<file path="src/hw/rtl/block_rms_envelope_assert.svh">
// Assertion macros shared by the RMS envelope modules.
// Each macro takes a label, the clock, the active-low reset and the two
// halves of an implication; the checks compile away under SYNTHESIS.
`ifndef BLOCK_RMS_ENVELOPE_ASSERT_SVH
`define BLOCK_RMS_ENVELOPE_ASSERT_SVH
`ifndef SYNTHESIS
`define RMSE_ASSERT_IMP(label, clk, rst_n, ante, cons) \
    label: assert property (@(posedge clk) disable iff (!rst_n) (ante) |-> (cons)) \
        else $error("rmse: same-cycle check failed");
`define RMSE_ASSERT_NXT(label, clk, rst_n, ante, cons) \
    label: assert property (@(posedge clk) disable iff (!rst_n) (ante) |=> (cons)) \
        else $error("rmse: next-cycle check failed");
`else
`define RMSE_ASSERT_IMP(label, clk, rst_n, ante, cons)
`define RMSE_ASSERT_NXT(label, clk, rst_n, ante, cons)
`endif
`endif

</file>
<file path="src/hw/rtl/rmse_pkg.sv">
package rmse_pkg;

    localparam int SUM_W      = 48;
    localparam int FILL_W     = 20;
    localparam int BLK_W      = 12;
    localparam int POS_W      = 32;
    localparam int LVL_W      = 16;
    localparam int SPB_W      = 16;
    localparam int ROOT_W     = SUM_W / 2;
    localparam int OUT_DATA_W = 64;
    localparam int APB_ADDR_W = 3;
    localparam int APB_DATA_W = 32;

    localparam int QUEUE_DEPTH = 4;
    localparam int QPTR_W      = 2;
    localparam int QCNT_W      = QPTR_W + 1;

    localparam logic [SUM_W-1:0]  SUM_MAX  = {SUM_W{1'b1}};
    localparam logic [FILL_W-1:0] FILL_MAX = {FILL_W{1'b1}};
    localparam logic [LVL_W-1:0]  LVL_MAX  = {LVL_W{1'b1}};

    localparam logic [SPB_W-1:0] SPB_RESET    = 16'd266;
    localparam logic [BLK_W-1:0] BLOCKS_RESET = 12'd240;

    localparam logic REG_IDX_SPB    = 1'b0;
    localparam logic REG_IDX_BLOCKS = 1'b1;

    typedef struct packed {
        logic [SPB_W-1:0] samples_per_block;
        logic [BLK_W-1:0] block_count;
    } rmse_cfg_t;

    typedef struct packed {
        logic              final_block;
        logic [FILL_W-1:0] fill;
        logic [SUM_W-1:0]  sum;
        logic [POS_W-1:0]  start_sample;
        logic [BLK_W-1:0]  block_index;
    } rmse_job_t;

endpackage

</file>
<file path="src/hw/rtl/rmse_front.sv">
module rmse_front #(
    parameter int SAMPLE_WIDTH = 16
) (
    input  logic                    clk,
    input  logic                    rst_n,
    input  rmse_pkg::rmse_cfg_t     cfg,
    input  logic                    in_valid,
    output logic                    in_ready,
    input  logic [SAMPLE_WIDTH-1:0] in_sample,
    input  logic                    in_last,
    input  logic                    q_full,
    output logic                    push,
    output rmse_pkg::rmse_job_t     push_job
);
    import rmse_pkg::*;

    localparam int SQ_W = 2 * SAMPLE_WIDTH;

    logic [SQ_W-1:0]         sq_reg;
    logic                    last_reg;
    logic                    s1_valid_reg;
    logic                    s1_valid_next;
    logic [SAMPLE_WIDTH-1:0] mag;
    logic                    accept;
    logic                    proc;

    logic [SUM_W-1:0]  sum_reg,   sum_next;
    logic [FILL_W-1:0] fill_reg,  fill_next;
    logic [BLK_W-1:0]  cur_reg,   cur_next;
    logic [POS_W-1:0]  start_reg, start_next;
    logic [POS_W-1:0]  pos_reg,   pos_next;

    logic [SUM_W:0]     sum_wide;
    logic [SUM_W-1:0]   sum_acc;
    logic [FILL_W-1:0]  fill_acc;
    logic [POS_W-1:0]   pos_acc;
    logic [SPB_W-1:0]   per_eff;
    logic [BLK_W-1:0]   blocks_eff;
    logic               block_full;

    // Stage one squares the magnitude; stage two accumulates and closes blocks.
    assign proc     = s1_valid_reg && !q_full;
    assign in_ready = !s1_valid_reg || proc;
    assign accept   = in_valid && in_ready;
    assign mag      = in_sample[SAMPLE_WIDTH-1] ? (~in_sample + 1'b1) : in_sample;

    always_comb
    begin
        s1_valid_next = s1_valid_reg;
        if (accept)
        begin
            s1_valid_next = 1'b1;
        end
        else if (proc)
        begin
            s1_valid_next = 1'b0;
        end
    end

    always_ff @(posedge clk or negedge rst_n)
    begin
        if (!rst_n)
        begin
            s1_valid_reg <= 1'b0;
        end
        else
        begin
            s1_valid_reg <= s1_valid_next;
        end
    end

    always_ff @(posedge clk)
    begin
        if (accept)
        begin
            sq_reg   <= SQ_W'(mag) * SQ_W'(mag);
            last_reg <= in_last;
        end
    end

    assign per_eff    = (cfg.samples_per_block == '0) ? SPB_W'(1) : cfg.samples_per_block;
    assign blocks_eff = (cfg.block_count == '0) ? BLK_W'(1) : cfg.block_count;

    assign sum_wide   = {1'b0, sum_reg} + (SUM_W + 1)'(sq_reg);
    assign sum_acc    = sum_wide[SUM_W] ? SUM_MAX : sum_wide[SUM_W-1:0];
    assign fill_acc   = (fill_reg == FILL_MAX) ? fill_reg : fill_reg + 1'b1;
    assign pos_acc    = pos_reg + 1'b1;
    assign block_full = (({1'b0, cur_reg} + (BLK_W + 1)'(1)) < {1'b0, blocks_eff})
                        && (fill_acc >= FILL_W'(per_eff));

    always_comb
    begin
        sum_next   = sum_reg;
        fill_next  = fill_reg;
        cur_next   = cur_reg;
        start_next = start_reg;
        pos_next   = pos_reg;
        push       = 1'b0;

        push_job.final_block  = last_reg;
        push_job.fill         = fill_acc;
        push_job.sum          = sum_acc;
        push_job.start_sample = start_reg;
        push_job.block_index  = cur_reg;

        if (proc)
        begin
            if (last_reg)
            begin
                push       = 1'b1;
                sum_next   = '0;
                fill_next  = '0;
                cur_next   = '0;
                start_next = '0;
                pos_next   = '0;
            end
            else if (block_full)
            begin
                push       = 1'b1;
                sum_next   = '0;
                fill_next  = '0;
                cur_next   = cur_reg + 1'b1;
                start_next = pos_acc;
                pos_next   = pos_acc;
            end
            else
            begin
                sum_next  = sum_acc;
                fill_next = fill_acc;
                pos_next  = pos_acc;
            end
        end
    end

    always_ff @(posedge clk or negedge rst_n)
    begin
        if (!rst_n)
        begin
            sum_reg   <= '0;
            fill_reg  <= '0;
            cur_reg   <= '0;
            start_reg <= '0;
            pos_reg   <= '0;
        end
        else
        begin
            sum_reg   <= sum_next;
            fill_reg  <= fill_next;
            cur_reg   <= cur_next;
            start_reg <= start_next;
            pos_reg   <= pos_next;
        end
    end

endmodule

</file>
<file path="src/hw/rtl/rmse_queue.sv">
`include "block_rms_envelope_assert.svh"

module rmse_queue (
    input  logic                clk,
    input  logic                rst_n,
    input  logic                push,
    input  rmse_pkg::rmse_job_t push_job,
    input  logic                pop,
    output rmse_pkg::rmse_job_t pop_job,
    output logic                full,
    output logic                empty
);
    import rmse_pkg::*;

    rmse_job_t         mem [QUEUE_DEPTH];
    logic [QPTR_W-1:0] wr_ptr_reg, wr_ptr_next;
    logic [QPTR_W-1:0] rd_ptr_reg, rd_ptr_next;
    logic [QCNT_W-1:0] count_reg,  count_next;

    assign full    = (count_reg == QCNT_W'(QUEUE_DEPTH));
    assign empty   = (count_reg == '0);
    assign pop_job = mem[rd_ptr_reg];

    always_comb
    begin
        wr_ptr_next = push ? wr_ptr_reg + 1'b1 : wr_ptr_reg;
        rd_ptr_next = pop ? rd_ptr_reg + 1'b1 : rd_ptr_reg;
        count_next  = count_reg;
        if (push && !pop)
        begin
            count_next = count_reg + 1'b1;
        end
        else if (pop && !push)
        begin
            count_next = count_reg - 1'b1;
        end
    end

    always_ff @(posedge clk or negedge rst_n)
    begin
        if (!rst_n)
        begin
            wr_ptr_reg <= '0;
            rd_ptr_reg <= '0;
            count_reg  <= '0;
        end
        else
        begin
            wr_ptr_reg <= wr_ptr_next;
            rd_ptr_reg <= rd_ptr_next;
            count_reg  <= count_next;
        end
    end

    always_ff @(posedge clk)
    begin
        if (push)
        begin
            mem[wr_ptr_reg] <= push_job;
        end
    end

    `RMSE_ASSERT_IMP(a_no_push_when_full, clk, rst_n, full, !push)
    `RMSE_ASSERT_IMP(a_no_pop_when_empty, clk, rst_n, empty, !pop)

endmodule

</file>
<file path="src/hw/rtl/rmse_back.sv">
`include "block_rms_envelope_assert.svh"

module rmse_back (
    input  logic                          clk,
    input  logic                          rst_n,
    input  logic                          q_empty,
    input  rmse_pkg::rmse_job_t           pop_job,
    output logic                          pop,
    output logic                          out_valid,
    input  logic                          out_ready,
    output logic [rmse_pkg::BLK_W-1:0]    out_block_index,
    output logic [rmse_pkg::POS_W-1:0]    out_start_sample,
    output logic [rmse_pkg::LVL_W-1:0]    out_rms_level,
    output logic                          out_final_block
);
    import rmse_pkg::*;

    localparam int CNT_W = 6;
    localparam int SREM_W = ROOT_W + 2;

    localparam logic [1:0] ST_IDLE = 2'd0;
    localparam logic [1:0] ST_DIV  = 2'd1;
    localparam logic [1:0] ST_SQRT = 2'd2;
    localparam logic [1:0] ST_HOLD = 2'd3;

    logic [1:0]        state_reg, state_next;
    logic [CNT_W-1:0]  cnt_reg,   cnt_next;
    logic [SUM_W-1:0]  dvd_reg,   dvd_next;
    logic [FILL_W-1:0] div_reg,   div_next;
    logic [FILL_W-1:0] rem_reg,   rem_next;
    logic [SREM_W-1:0] srem_reg,  srem_next;
    logic [ROOT_W-1:0] root_reg,  root_next;
    logic [BLK_W-1:0]  idx_reg,   idx_next;
    logic [POS_W-1:0]  start_reg, start_next;
    logic              fin_reg,   fin_next;
    logic              out_valid_reg, out_valid_next;
    logic              out_load;

    logic [FILL_W:0]   rem_sh;
    logic              div_ge;
    logic [SREM_W+1:0] srem_t;
    logic [SREM_W+1:0] trial;
    logic              sqrt_ge;
    logic [LVL_W-1:0]  lvl;

    // Restoring division, one quotient bit a cycle, then a digit-by-digit
    // square root, one root bit a cycle, both on the same shift register.
    assign rem_sh  = {rem_reg, dvd_reg[SUM_W-1]};
    assign div_ge  = rem_sh >= {1'b0, div_reg};
    assign srem_t  = {srem_reg, dvd_reg[SUM_W-1:SUM_W-2]};
    assign trial   = {2'b00, root_reg, 2'b01};
    assign sqrt_ge = srem_t >= trial;
    assign lvl     = (root_reg[ROOT_W-1:LVL_W] != '0) ? LVL_MAX : root_reg[LVL_W-1:0];

    assign out_load = (state_reg == ST_HOLD) && (!out_valid_reg || out_ready);
    assign pop      = (state_reg == ST_IDLE) && !q_empty;

    always_comb
    begin
        state_next = state_reg;
        cnt_next   = cnt_reg;
        dvd_next   = dvd_reg;
        div_next   = div_reg;
        rem_next   = rem_reg;
        srem_next  = srem_reg;
        root_next  = root_reg;
        idx_next   = idx_reg;
        start_next = start_reg;
        fin_next   = fin_reg;

        unique case (state_reg)
            ST_IDLE:
            begin
                if (!q_empty)
                begin
                    dvd_next   = pop_job.sum;
                    div_next   = (pop_job.fill == '0) ? FILL_W'(1) : pop_job.fill;
                    rem_next   = '0;
                    cnt_next   = '0;
                    idx_next   = pop_job.block_index;
                    start_next = pop_job.start_sample;
                    fin_next   = pop_job.final_block;
                    state_next = ST_DIV;
                end
            end
            ST_DIV:
            begin
                rem_next = div_ge ? FILL_W'(rem_sh - {1'b0, div_reg}) : rem_sh[FILL_W-1:0];
                dvd_next = {dvd_reg[SUM_W-2:0], div_ge};
                cnt_next = cnt_reg + 1'b1;
                if (cnt_reg == CNT_W'(SUM_W - 1))
                begin
                    cnt_next   = '0;
                    srem_next  = '0;
                    root_next  = '0;
                    state_next = ST_SQRT;
                end
            end
            ST_SQRT:
            begin
                srem_next = sqrt_ge ? SREM_W'(srem_t - trial) : srem_t[SREM_W-1:0];
                root_next = {root_reg[ROOT_W-2:0], sqrt_ge};
                dvd_next  = {dvd_reg[SUM_W-3:0], 2'b00};
                cnt_next  = cnt_reg + 1'b1;
                if (cnt_reg == CNT_W'(ROOT_W - 1))
                begin
                    cnt_next   = '0;
                    state_next = ST_HOLD;
                end
            end
            ST_HOLD:
            begin
                if (out_load)
                begin
                    state_next = ST_IDLE;
                end
            end
            default:
            begin
                state_next = ST_IDLE;
            end
        endcase
    end

    always_comb
    begin
        out_valid_next = out_valid_reg;
        if (out_load)
        begin
            out_valid_next = 1'b1;
        end
        else if (out_ready)
        begin
            out_valid_next = 1'b0;
        end
    end

    always_ff @(posedge clk or negedge rst_n)
    begin
        if (!rst_n)
        begin
            state_reg     <= ST_IDLE;
            cnt_reg       <= '0;
            out_valid_reg <= 1'b0;
        end
        else
        begin
            state_reg     <= state_next;
            cnt_reg       <= cnt_next;
            out_valid_reg <= out_valid_next;
        end
    end

    always_ff @(posedge clk)
    begin
        dvd_reg   <= dvd_next;
        div_reg   <= div_next;
        rem_reg   <= rem_next;
        srem_reg  <= srem_next;
        root_reg  <= root_next;
        idx_reg   <= idx_next;
        start_reg <= start_next;
        fin_reg   <= fin_next;
        if (out_load)
        begin
            out_block_index  <= idx_reg;
            out_start_sample <= start_reg;
            out_rms_level    <= lvl;
            out_final_block  <= fin_reg;
        end
    end

    assign out_valid = out_valid_reg;

    `RMSE_ASSERT_IMP(a_div_rem_below_divisor, clk, rst_n, state_reg == ST_DIV,
                     (div_reg != '0) && (rem_reg < div_reg))
    `RMSE_ASSERT_IMP(a_sqrt_count_in_range, clk, rst_n, state_reg == ST_SQRT,
                     cnt_reg < CNT_W'(ROOT_W))
    `RMSE_ASSERT_NXT(a_load_shows_result, clk, rst_n, out_load,
                     out_valid_reg && (state_reg == ST_IDLE))

endmodule

</file>
<file path="src/hw/rtl/block_rms_envelope.sv">
// Blockwise RMS envelope of a stream of signed audio samples.
// Input stream: s_axis_tdata carries one sample in its low SAMPLE_WIDTH bits
// and s_axis_tlast marks the final sample of the signal. Output stream:
// m_axis_tdata carries the block number, the position of the block's first
// sample and its RMS level; m_axis_tlast marks the result that closes the
// signal. Two registers on the APB port set the block length (address 0)
// and the number of blocks (address 4); the user must see that they are
// written only while idle, as the block itself does not enforce it.
// Samples are taken at one item per cycle while the job queue is not full:
// a square stage and an accumulate stage hand each closed block to a
// four-entry job queue. The back end pops one job at a time, divides its
// sum by the sample count and takes the square root, and pops the next job
// only once the result is loaded into the output register. Short blocks
// can thus fill the queue, and the input then waits until a job is popped.
// When the receiver stalls, the finished result stays in the output
// register while the next job is computed and the front accepts while the
// queue has room. Reset clears the accumulator, counters and queue and
// loads the default register values: 266 samples per block and 240 blocks.
module block_rms_envelope #(
    parameter int SAMPLE_WIDTH = 16
) (
    input  logic                                clk,
    input  logic                                rst_n,
    input  logic                                s_axis_tvalid,
    output logic                                s_axis_tready,
    // sample
    input  logic [((SAMPLE_WIDTH+7)/8)*8-1:0]   s_axis_tdata,
    input  logic                                s_axis_tlast,
    output logic                                m_axis_tvalid,
    input  logic                                m_axis_tready,
    // block_index, start_sample, rms_level, zero padding
    output logic [rmse_pkg::OUT_DATA_W-1:0]     m_axis_tdata,
    output logic                                m_axis_tlast,
    input  logic                                psel,
    input  logic                                penable,
    input  logic                                pwrite,
    input  logic [rmse_pkg::APB_ADDR_W-1:0]     paddr,
    input  logic [rmse_pkg::APB_DATA_W-1:0]     pwdata,
    output logic [rmse_pkg::APB_DATA_W-1:0]     prdata,
    output logic                                pready
);
    import rmse_pkg::*;

    localparam int PAD_W = OUT_DATA_W - BLK_W - POS_W - LVL_W;

    logic [SPB_W-1:0] spb_reg;
    logic [BLK_W-1:0] blocks_reg;
    logic             cfg_write;
    logic             reg_idx;
    rmse_cfg_t        cfg;

    logic      push;
    rmse_job_t push_job;
    logic      pop;
    rmse_job_t pop_job;
    logic      q_full;
    logic      q_empty;

    logic [BLK_W-1:0] out_block_index;
    logic [POS_W-1:0] out_start_sample;
    logic [LVL_W-1:0] out_rms_level;

    assign pready    = 1'b1;
    assign reg_idx   = paddr[2];
    assign cfg_write = psel && penable && pwrite && pready;

    always_ff @(posedge clk or negedge rst_n)
    begin
        if (!rst_n)
        begin
            spb_reg    <= SPB_RESET;
            blocks_reg <= BLOCKS_RESET;
        end
        else if (cfg_write)
        begin
            unique case (reg_idx)
                REG_IDX_SPB:    spb_reg    <= pwdata[SPB_W-1:0];
                REG_IDX_BLOCKS: blocks_reg <= pwdata[BLK_W-1:0];
                default:        spb_reg    <= spb_reg;
            endcase
        end
    end

    always_comb
    begin
        unique case (reg_idx)
            REG_IDX_SPB:    prdata = APB_DATA_W'(spb_reg);
            REG_IDX_BLOCKS: prdata = APB_DATA_W'(blocks_reg);
            default:        prdata = '0;
        endcase
    end

    assign cfg.samples_per_block = spb_reg;
    assign cfg.block_count       = blocks_reg;

    rmse_front #(
        .SAMPLE_WIDTH (SAMPLE_WIDTH)
    ) u_front (
        .clk       (clk),
        .rst_n     (rst_n),
        .cfg       (cfg),
        .in_valid  (s_axis_tvalid),
        .in_ready  (s_axis_tready),
        .in_sample (s_axis_tdata[SAMPLE_WIDTH-1:0]),
        .in_last   (s_axis_tlast),
        .q_full    (q_full),
        .push      (push),
        .push_job  (push_job)
    );

    rmse_queue u_queue (
        .clk      (clk),
        .rst_n    (rst_n),
        .push     (push),
        .push_job (push_job),
        .pop      (pop),
        .pop_job  (pop_job),
        .full     (q_full),
        .empty    (q_empty)
    );

    rmse_back u_back (
        .clk              (clk),
        .rst_n            (rst_n),
        .q_empty          (q_empty),
        .pop_job          (pop_job),
        .pop              (pop),
        .out_valid        (m_axis_tvalid),
        .out_ready        (m_axis_tready),
        .out_block_index  (out_block_index),
        .out_start_sample (out_start_sample),
        .out_rms_level    (out_rms_level),
        .out_final_block  (m_axis_tlast)
    );

    assign m_axis_tdata = {{PAD_W{1'b0}}, out_rms_level, out_start_sample, out_block_index};

endmodule
</file>
<file path="config.mk">
export PLATFORM = sky130hd
export DESIGN_NAME = block_rms_envelope
export DESIGN_NICKNAME = d
export VERILOG_FILES = /design/src/hw/rtl/rmse_pkg.sv /design/src/hw/rtl/rmse_front.sv /design/src/hw/rtl/rmse_queue.sv /design/src/hw/rtl/rmse_back.sv /design/src/hw/rtl/block_rms_envelope.sv
export VERILOG_INCLUDE_DIRS = /design/src /design/src/hw/rtl
export SDC_FILE = /design/constraint.sdc
export NUM_CORES = 2
export LEC_CHECK = 0
export BUFFER_PORTS_ARGS = -buffer_cell sky130_fd_sc_hd__buf_2
export CORE_MARGIN = 3
export CORE_UTILIZATION = 35
export CTS_BUF_LIST = sky130_fd_sc_hd__clkbuf_4 sky130_fd_sc_hd__clkbuf_8
export DETAILED_ROUTE_END_ITERATION = 10
export GPL_TIMING_DRIVEN = 1
export PLACE_DENSITY = 0.51
export SYNTH_ARGS = -nofsm -noshare
export SYNTH_HDL_FRONTEND = slang
export SYNTH_SLANG_ARGS = --single-unit
export TNS_END_PERCENT = 1
</file>
<file path="constraint.sdc">
create_clock -name clk -period 20.7 [get_ports clk]
set_clock_uncertainty 0.15 [all_clocks]
set_input_delay 4.14 -clock clk [delete_from_list [all_inputs] [get_ports clk]]
set_output_delay 4.14 -clock clk [all_outputs]
set_load 0.02 [all_outputs]
</file>
## Word-level counts from Yosys, hierarchy flattened

Memory sizes are Yosys's and may differ from the RTL's.
Index checks and enable logic that the tools add are counted.

| storage, ports and cells | value |
|---|---|
| bits in registers | 466 |
| RAM bits | 452 |
| input bits | 59 |
| output and inout bits | 100 |
| memories kept | 1 |

| cells by class | value |
|---|---|
| add/subtract/negate cells | 13 |
| $mul | 1 |
| $lt $le $gt $ge | 4 |
| equality and inequality tests | 11 |
| mux-type cells | 45 |
| bitwise operators | 3 |
| reductions and logical operators | 38 |

Memory list:

| name | depth | width | read ports | clocked after memory_dff | wr ports | RTL line | source |
|---|---|---|---|---|---|---|---|
| u_queue.mem | 4 | 113 | 1 | 0 | 1 | rmse_queue.sv:15 | `rmse_job_t mem [QUEUE_DEPTH];` |

Operators by type and width:

| cell | count |
|---|---|
| 2-to-1 mux 48 bit | 4 |
| one-hot mux 48 bit (3 select lines) | 1 |
| 2-to-1 mux 20 bit | 5 |
| 2-to-1 mux 32 bit | 3 |
| one-hot mux 32 bit (2 select lines) | 1 |
| 2-to-1 mux 26 bit | 2 |
| one-hot mux 26 bit (2 select lines) | 1 |
| adder 48 x 32 -> 49 bit | 1 |
| one-hot mux 24 bit (2 select lines) | 1 |
| one-hot mux 20 bit (2 select lines) | 1 |
| 2-to-1 mux 12 bit | 3 |
| adder 32 x 1 -> 32 bit (second input constant) | 1 |
| multiplier 16 x 16 -> 32 bit | 1 |
| 2-to-1 mux 16 bit | 2 |
| greater-or-equal comparator 28 x 26 -> 1 bit | 1 |
| subtractor 26 bit | 1 |
| 2-to-1 mux 24 bit | 1 |
| greater-or-equal comparator 21 x 20 -> 1 bit | 1 |
| adder 20 x 1 -> 20 bit (second input constant) | 1 |
| == test 20 bit (second input constant) | 1 |
| greater-or-equal comparator 20 x 16 -> 1 bit | 1 |
| logical NOT 20 bit | 1 |
| subtractor 20 bit | 1 |
| 2-to-1 mux 6 bit | 3 |
| other kinds (34) | 76 |

## Longest topological paths before layout

| depth | value |
|---|---|
| depth after elaboration | 11 |
| gate-level depth with buffers | 32 |
| depth with buffers taken out | 30 |

## Modules after synthesis

A second synthesis with hierarchy kept.

| second synthesis, totals | value |
|---|---|
| cell total of the unflattened synthesis | 3878 |
| area total of the unflattened synthesis | 48985.7 sq um |

Modules (own cells, without submodules):

| module | times used | cells each | area each (sq um) | seq. area each (sq um) |
|---|---|---|---|---|
| rmse_front | 1 | 2136 | 18695.4 | 4589.4 |
| rmse_queue | 1 | 625 | 16679.7 | 13748.2 |
| rmse_back | 1 | 1016 | 12160.4 | 7552.2 |
| block_rms_envelope | 1 | 101 | 1450.1 | 709.4 |

## Least setup slack after synthesis

No wires, ideal clock.

| timing path | value |
|---|---|
| kind | input -> register |
| from | input s_axis_tdata[0] |
| to | register u_front.sq_reg[29] (data pin) |
| library setup time | 0.259 ns |
| arrival | 11.356 ns |
| data required time | 20.291 ns |
| slack | 8.935 ns |
| cell stages on the path | 29 |
| path buffers | 1 |
| cell sequence | clkinv_1 -> clkbuf_1 -> ha_1 -> nand2_1 -> or4_1 -> nand2_1 -> xor2_1 -> clkinv_1 -> nand2_1 -> inv_1 -> fa_1 -> inv_1 -> fa_1 -> inv_1 -> fa_1 -> fa_1 -> fa_1 -> inv_1 -> fa_1 -> inv_1 -> ha_1 -> and3_1 -> nand4_1 -> o21ai_0 -> a41oi_1 -> a21oi_1 -> a31o_2 -> a41oi_1 -> xnor2_1 |

| on the way | value |
|---|---|
| word-level cells in the longest chain between the ends | 4 |

Ends and longest elaborated chain:

| what | RTL line | source |
|---|---|---|
| from (decl) | block_rms_envelope.sv:27 | `input logic [((SAMPLE_WIDTH+7)/8)*8-1:0] s_axis_tdata,` |
| inverter 16 bit | rmse_front.sv:45 | `assign mag = in_sample[SAMPLE_WIDTH-1] ? (~in_sample + 1'b1) : in_sample;` |
| adder 16 x 1 -> 16 bit | rmse_front.sv:45 |  |
| 2-to-1 mux 16 bit * | rmse_front.sv:45 |  |
| multiplier 16 x 16 -> 32 bit * | rmse_front.sv:76 | `sq_reg <= SQ_W'(mag) * SQ_W'(mag);` |
| to (signal assigned) | rmse_front.sv:76 |  |
| to (decl) | rmse_front.sv:19 | `logic [SQ_W-1:0] sq_reg;` |

Mark *: on every way between the ends. The rest lies on a longest branch, timed or not.
A chain may end at the register's enable or synchronous reset.

## Worst setup path after layout

Ends and elaborated chain as after synthesis.

==> flow_summary_export.csv <==
group,metric,value,unit
grt,grt_pass1_vias,30800,
detailed_routing,drtAntennaViolNets,0,
clock_network,ctsHoldBuffers,0,
pwr,p_per_area,182,nW/µm²
final_layout,largest_reg_flops,452,
run,drv_cap,0,
clock_network,cts_buffer_depth,3,
synthesis,synth_top_area_share,44.9,%
detailed_routing,drc,0,
detailed_routing,drt-initial-drc-count,1571,
synthesis,synthDistinctLibCells,80,
placement,io_buffer_count,119,
synthesis,synthCells,3817,
clock_network,root_buffer,"clkbuf_8",
clock_network,cts.sinks,917,
status,status,"finished clean",
synthesis,synthArstFlopShare,20.6,%
synthesis,ys_seq_area_share,54.7,%
floorplan,row_count,136,
timing,fmax,79.3,MHz
grt,grt_pass1_wl,174000,µm
min_path,worstHoldPathCells,0,
floorplan,initial_core_util,35.3,%
setup_path,rrSetupSlack,14550,ps
final_layout,fill_cells,13100,
min_path,hold_end,"u_back.out_start_sample[8]",
detailed_routing,wl,108000,µm
pwr,power,9.93,mW
detailed_routing,firstDrtPassIters,5,
timing,setup_viol,0,
clock_network,post_cts_buffers,0,
synthesis,syn_avg_cell_area,12.7,µm²
min_path,hp-class,"register to register",
timing,slew_headroom,25.5,%
grt,antenna_found_initial,3,
clock_network,clk_pin_slew_worst_paths,60,ps
detailed_routing,vias,29400,
clock_network,cts_buffers,162,
setup_path,crit_required,21120,ps
detailed_routing,wire_per_inst,18.2,µm
pwr,ir_drop,0.176,mV
timing,timing.final.crit_period,12610,ps
final_layout,fin_util,39.6,%
setup_path,path_class,"input port to register",
timing,report.final.slew_viol_count,0,
min_path,worstHoldStart,"u_back.start_reg[8]",
synthesis,yosysMostFrequentCell,"edfxtp_1",
timing,tightest_slew,1110,ps
timing,whs,263,ps
setup_path,path_max_fanout,18,
final_layout,layout-drive-gt1-share,15.3,%
synthesis,netlist_area,48600,µm²
setup_path,r2r-end,"u_queue.mem[3][49]",
floorplan,core-area,138000,µm²
synthesis,yosys-top-cells-count,"edfxtp_1 (728), inv_1 (352), nor2_1 (346)",
synthesis,netlist_top_cells_area,"edfxtp_1 (45%), dfrtp_1 (9.4%), fa_1 (6.9%), ha_1 (5.6%), mux4_2 (5.2%)",
clock_network,htree_levels,4,
grt,grt_start_max_net_pins,99,
floorplan,ioPinCount,159,
clock_network,cts_tree,"yes",
grt,grtUsageTotal,15.3,%
clock_network,clk_latency,840,ps
floorplan,fp.dieH,379,µm
setup_path,timing.rr.start,"u_front.fill_reg[0]",
clock_network,post_cts_resized,0,
final_layout,synthToLayoutAreaGrowth,12.2,%
grt,overflow,0,
timing,finalSetupTns,0,ps
setup_path,worst_setup_path_end_kind,"register",
final_layout,nets,4432,
timing,finalCritPeriodShare,60.9,%
synthesis,yosysTopAreaCell,"edfxtp_1",
synthesis,synth_top_flop_cell,"edfxtp_1",
synthesis,synth-edff-count,728,
floorplan,die_w,379,µm
setup_path,critPathArrivalTime,13030,ps
placement,gp_congestion,0.815,
floorplan,die_area,143000,µm²
detailed_routing,viasPerCell,4.98,
timing,rsz0062_at_grt,"false",
placement,dp_hpwl,71300,µm
synthesis,synth_warnings,0,
setup_path,cp-start-kind,"input port",
synthesis,ys_ff_latch,917,
setup_path,ff2ff_path_depth,18,
timing,hold_viol,0,
pwr,p_leak,22.1,nW
-- final cells by class --
| class | count | area [µm²] | area share (%) |
|---|---|---|---|
| diodes | 1 | 2.50 | 0.00459 |
| clock buffers | 221 | 2730 | 5.00 |
| clock inverters | 76 | 656 | 1.20 |
| inverters | 363 | 1370 | 2.50 |
| multi-input cells | 2385 | 20100 | 36.8 |
| flip-flops and latches | 917 | 26600 | 48.8 |
| well taps | 1794 | 2240 | 4.11 |
| repair buffers | 159 | 906 | 1.66 |
-- layout by cell type (no fill, tap or decap), drive strengths merged, types with 79 or more instances in the layout --
cell,n
edfxtp,728
inv,367
nor2,347
nand2,298
clkbuf,221
ha,218
dfrtp,182
fa,167
buf,159
a21oi,131
o21ai,115
mux4,113
xnor2,109
a21o,85
xor2,79
-- power by group --
group	switching (mW)	leakage (nW)	total (mW)	internal [mW]
clock	0.783	1.79	1.72	0.941
combinational	2.99	11.1	5.11	2.11
sequential	0.235	9.19	3.10	2.87
-- kinds of logic after synthesis --
family                   after synthesis  synth area share, %
AND/OR/NAND/NOR                      964                 9.02
AO/OA/AOI/OAI                        592                 8.21
other                                  2               0.0154
XOR/XNOR                             188                 3.40
adder cells (fa/ha/maj)              385                 12.5
buffers and inverters                545                 4.50
multiplexers                         224                 7.69
flip-flops                           917                 54.7
-- critical path, stage by stage --
cell,delay (ps)
buf_2,170
clkinv_1,340
ha_1,230
nand2_1,100
or4_1,550
o31ai_1,260
xor2_1,740
clkinv_1,630
nand2_1,280
fa_1,450
fa_1,490
inv_1,50
fa_1,540
fa_1,450
fa_1,540
inv_1,50
fa_1,520
inv_1,40
ha_1,360
and3_1,290
nand4_1,110
o21ai_0,550
a41oi_1,270
a21oi_1,310
a31o_2,210
a41oi_1,150
xnor2_1,160
-- worst max path at each step --
stage / to / cells past startpoint / from
global placement: u_front.sq_reg[29] / 27 / s_axis_tdata[0]
detailed placement: u_front.sq_reg[29] / 27 / s_axis_tdata[0]
global route: u_front.sq_reg[29] / 28 / s_axis_tdata[0]
floorplan: u_front.sq_reg[29] / 29 / s_axis_tdata[0]
CTS: u_front.sq_reg[29] / 27 / s_axis_tdata[0]
finish: u_front.sq_reg[29] / 27 / s_axis_tdata[0]
-- per-stage QoR --
stage	cells	setup slack [ps]	cell area, µm²
global route	5916	7550	54600
CTS	5915	8140	54600
global placement	5618	7250	51200
floorplan	3847	8940	48800
finish	5916	8090	54600
detailed placement	5618	7200	51200
-- layer usage --
layer	vias up	share of wire, %	global-route usage [%]
met5	-	0	0
li1	14100	-	-
met2	547	47	24.7
met1	14600	47	21.3
met4	0	2.2	4.58
met3	157	3.7	2.30
(Power assumes the default switching activity.)
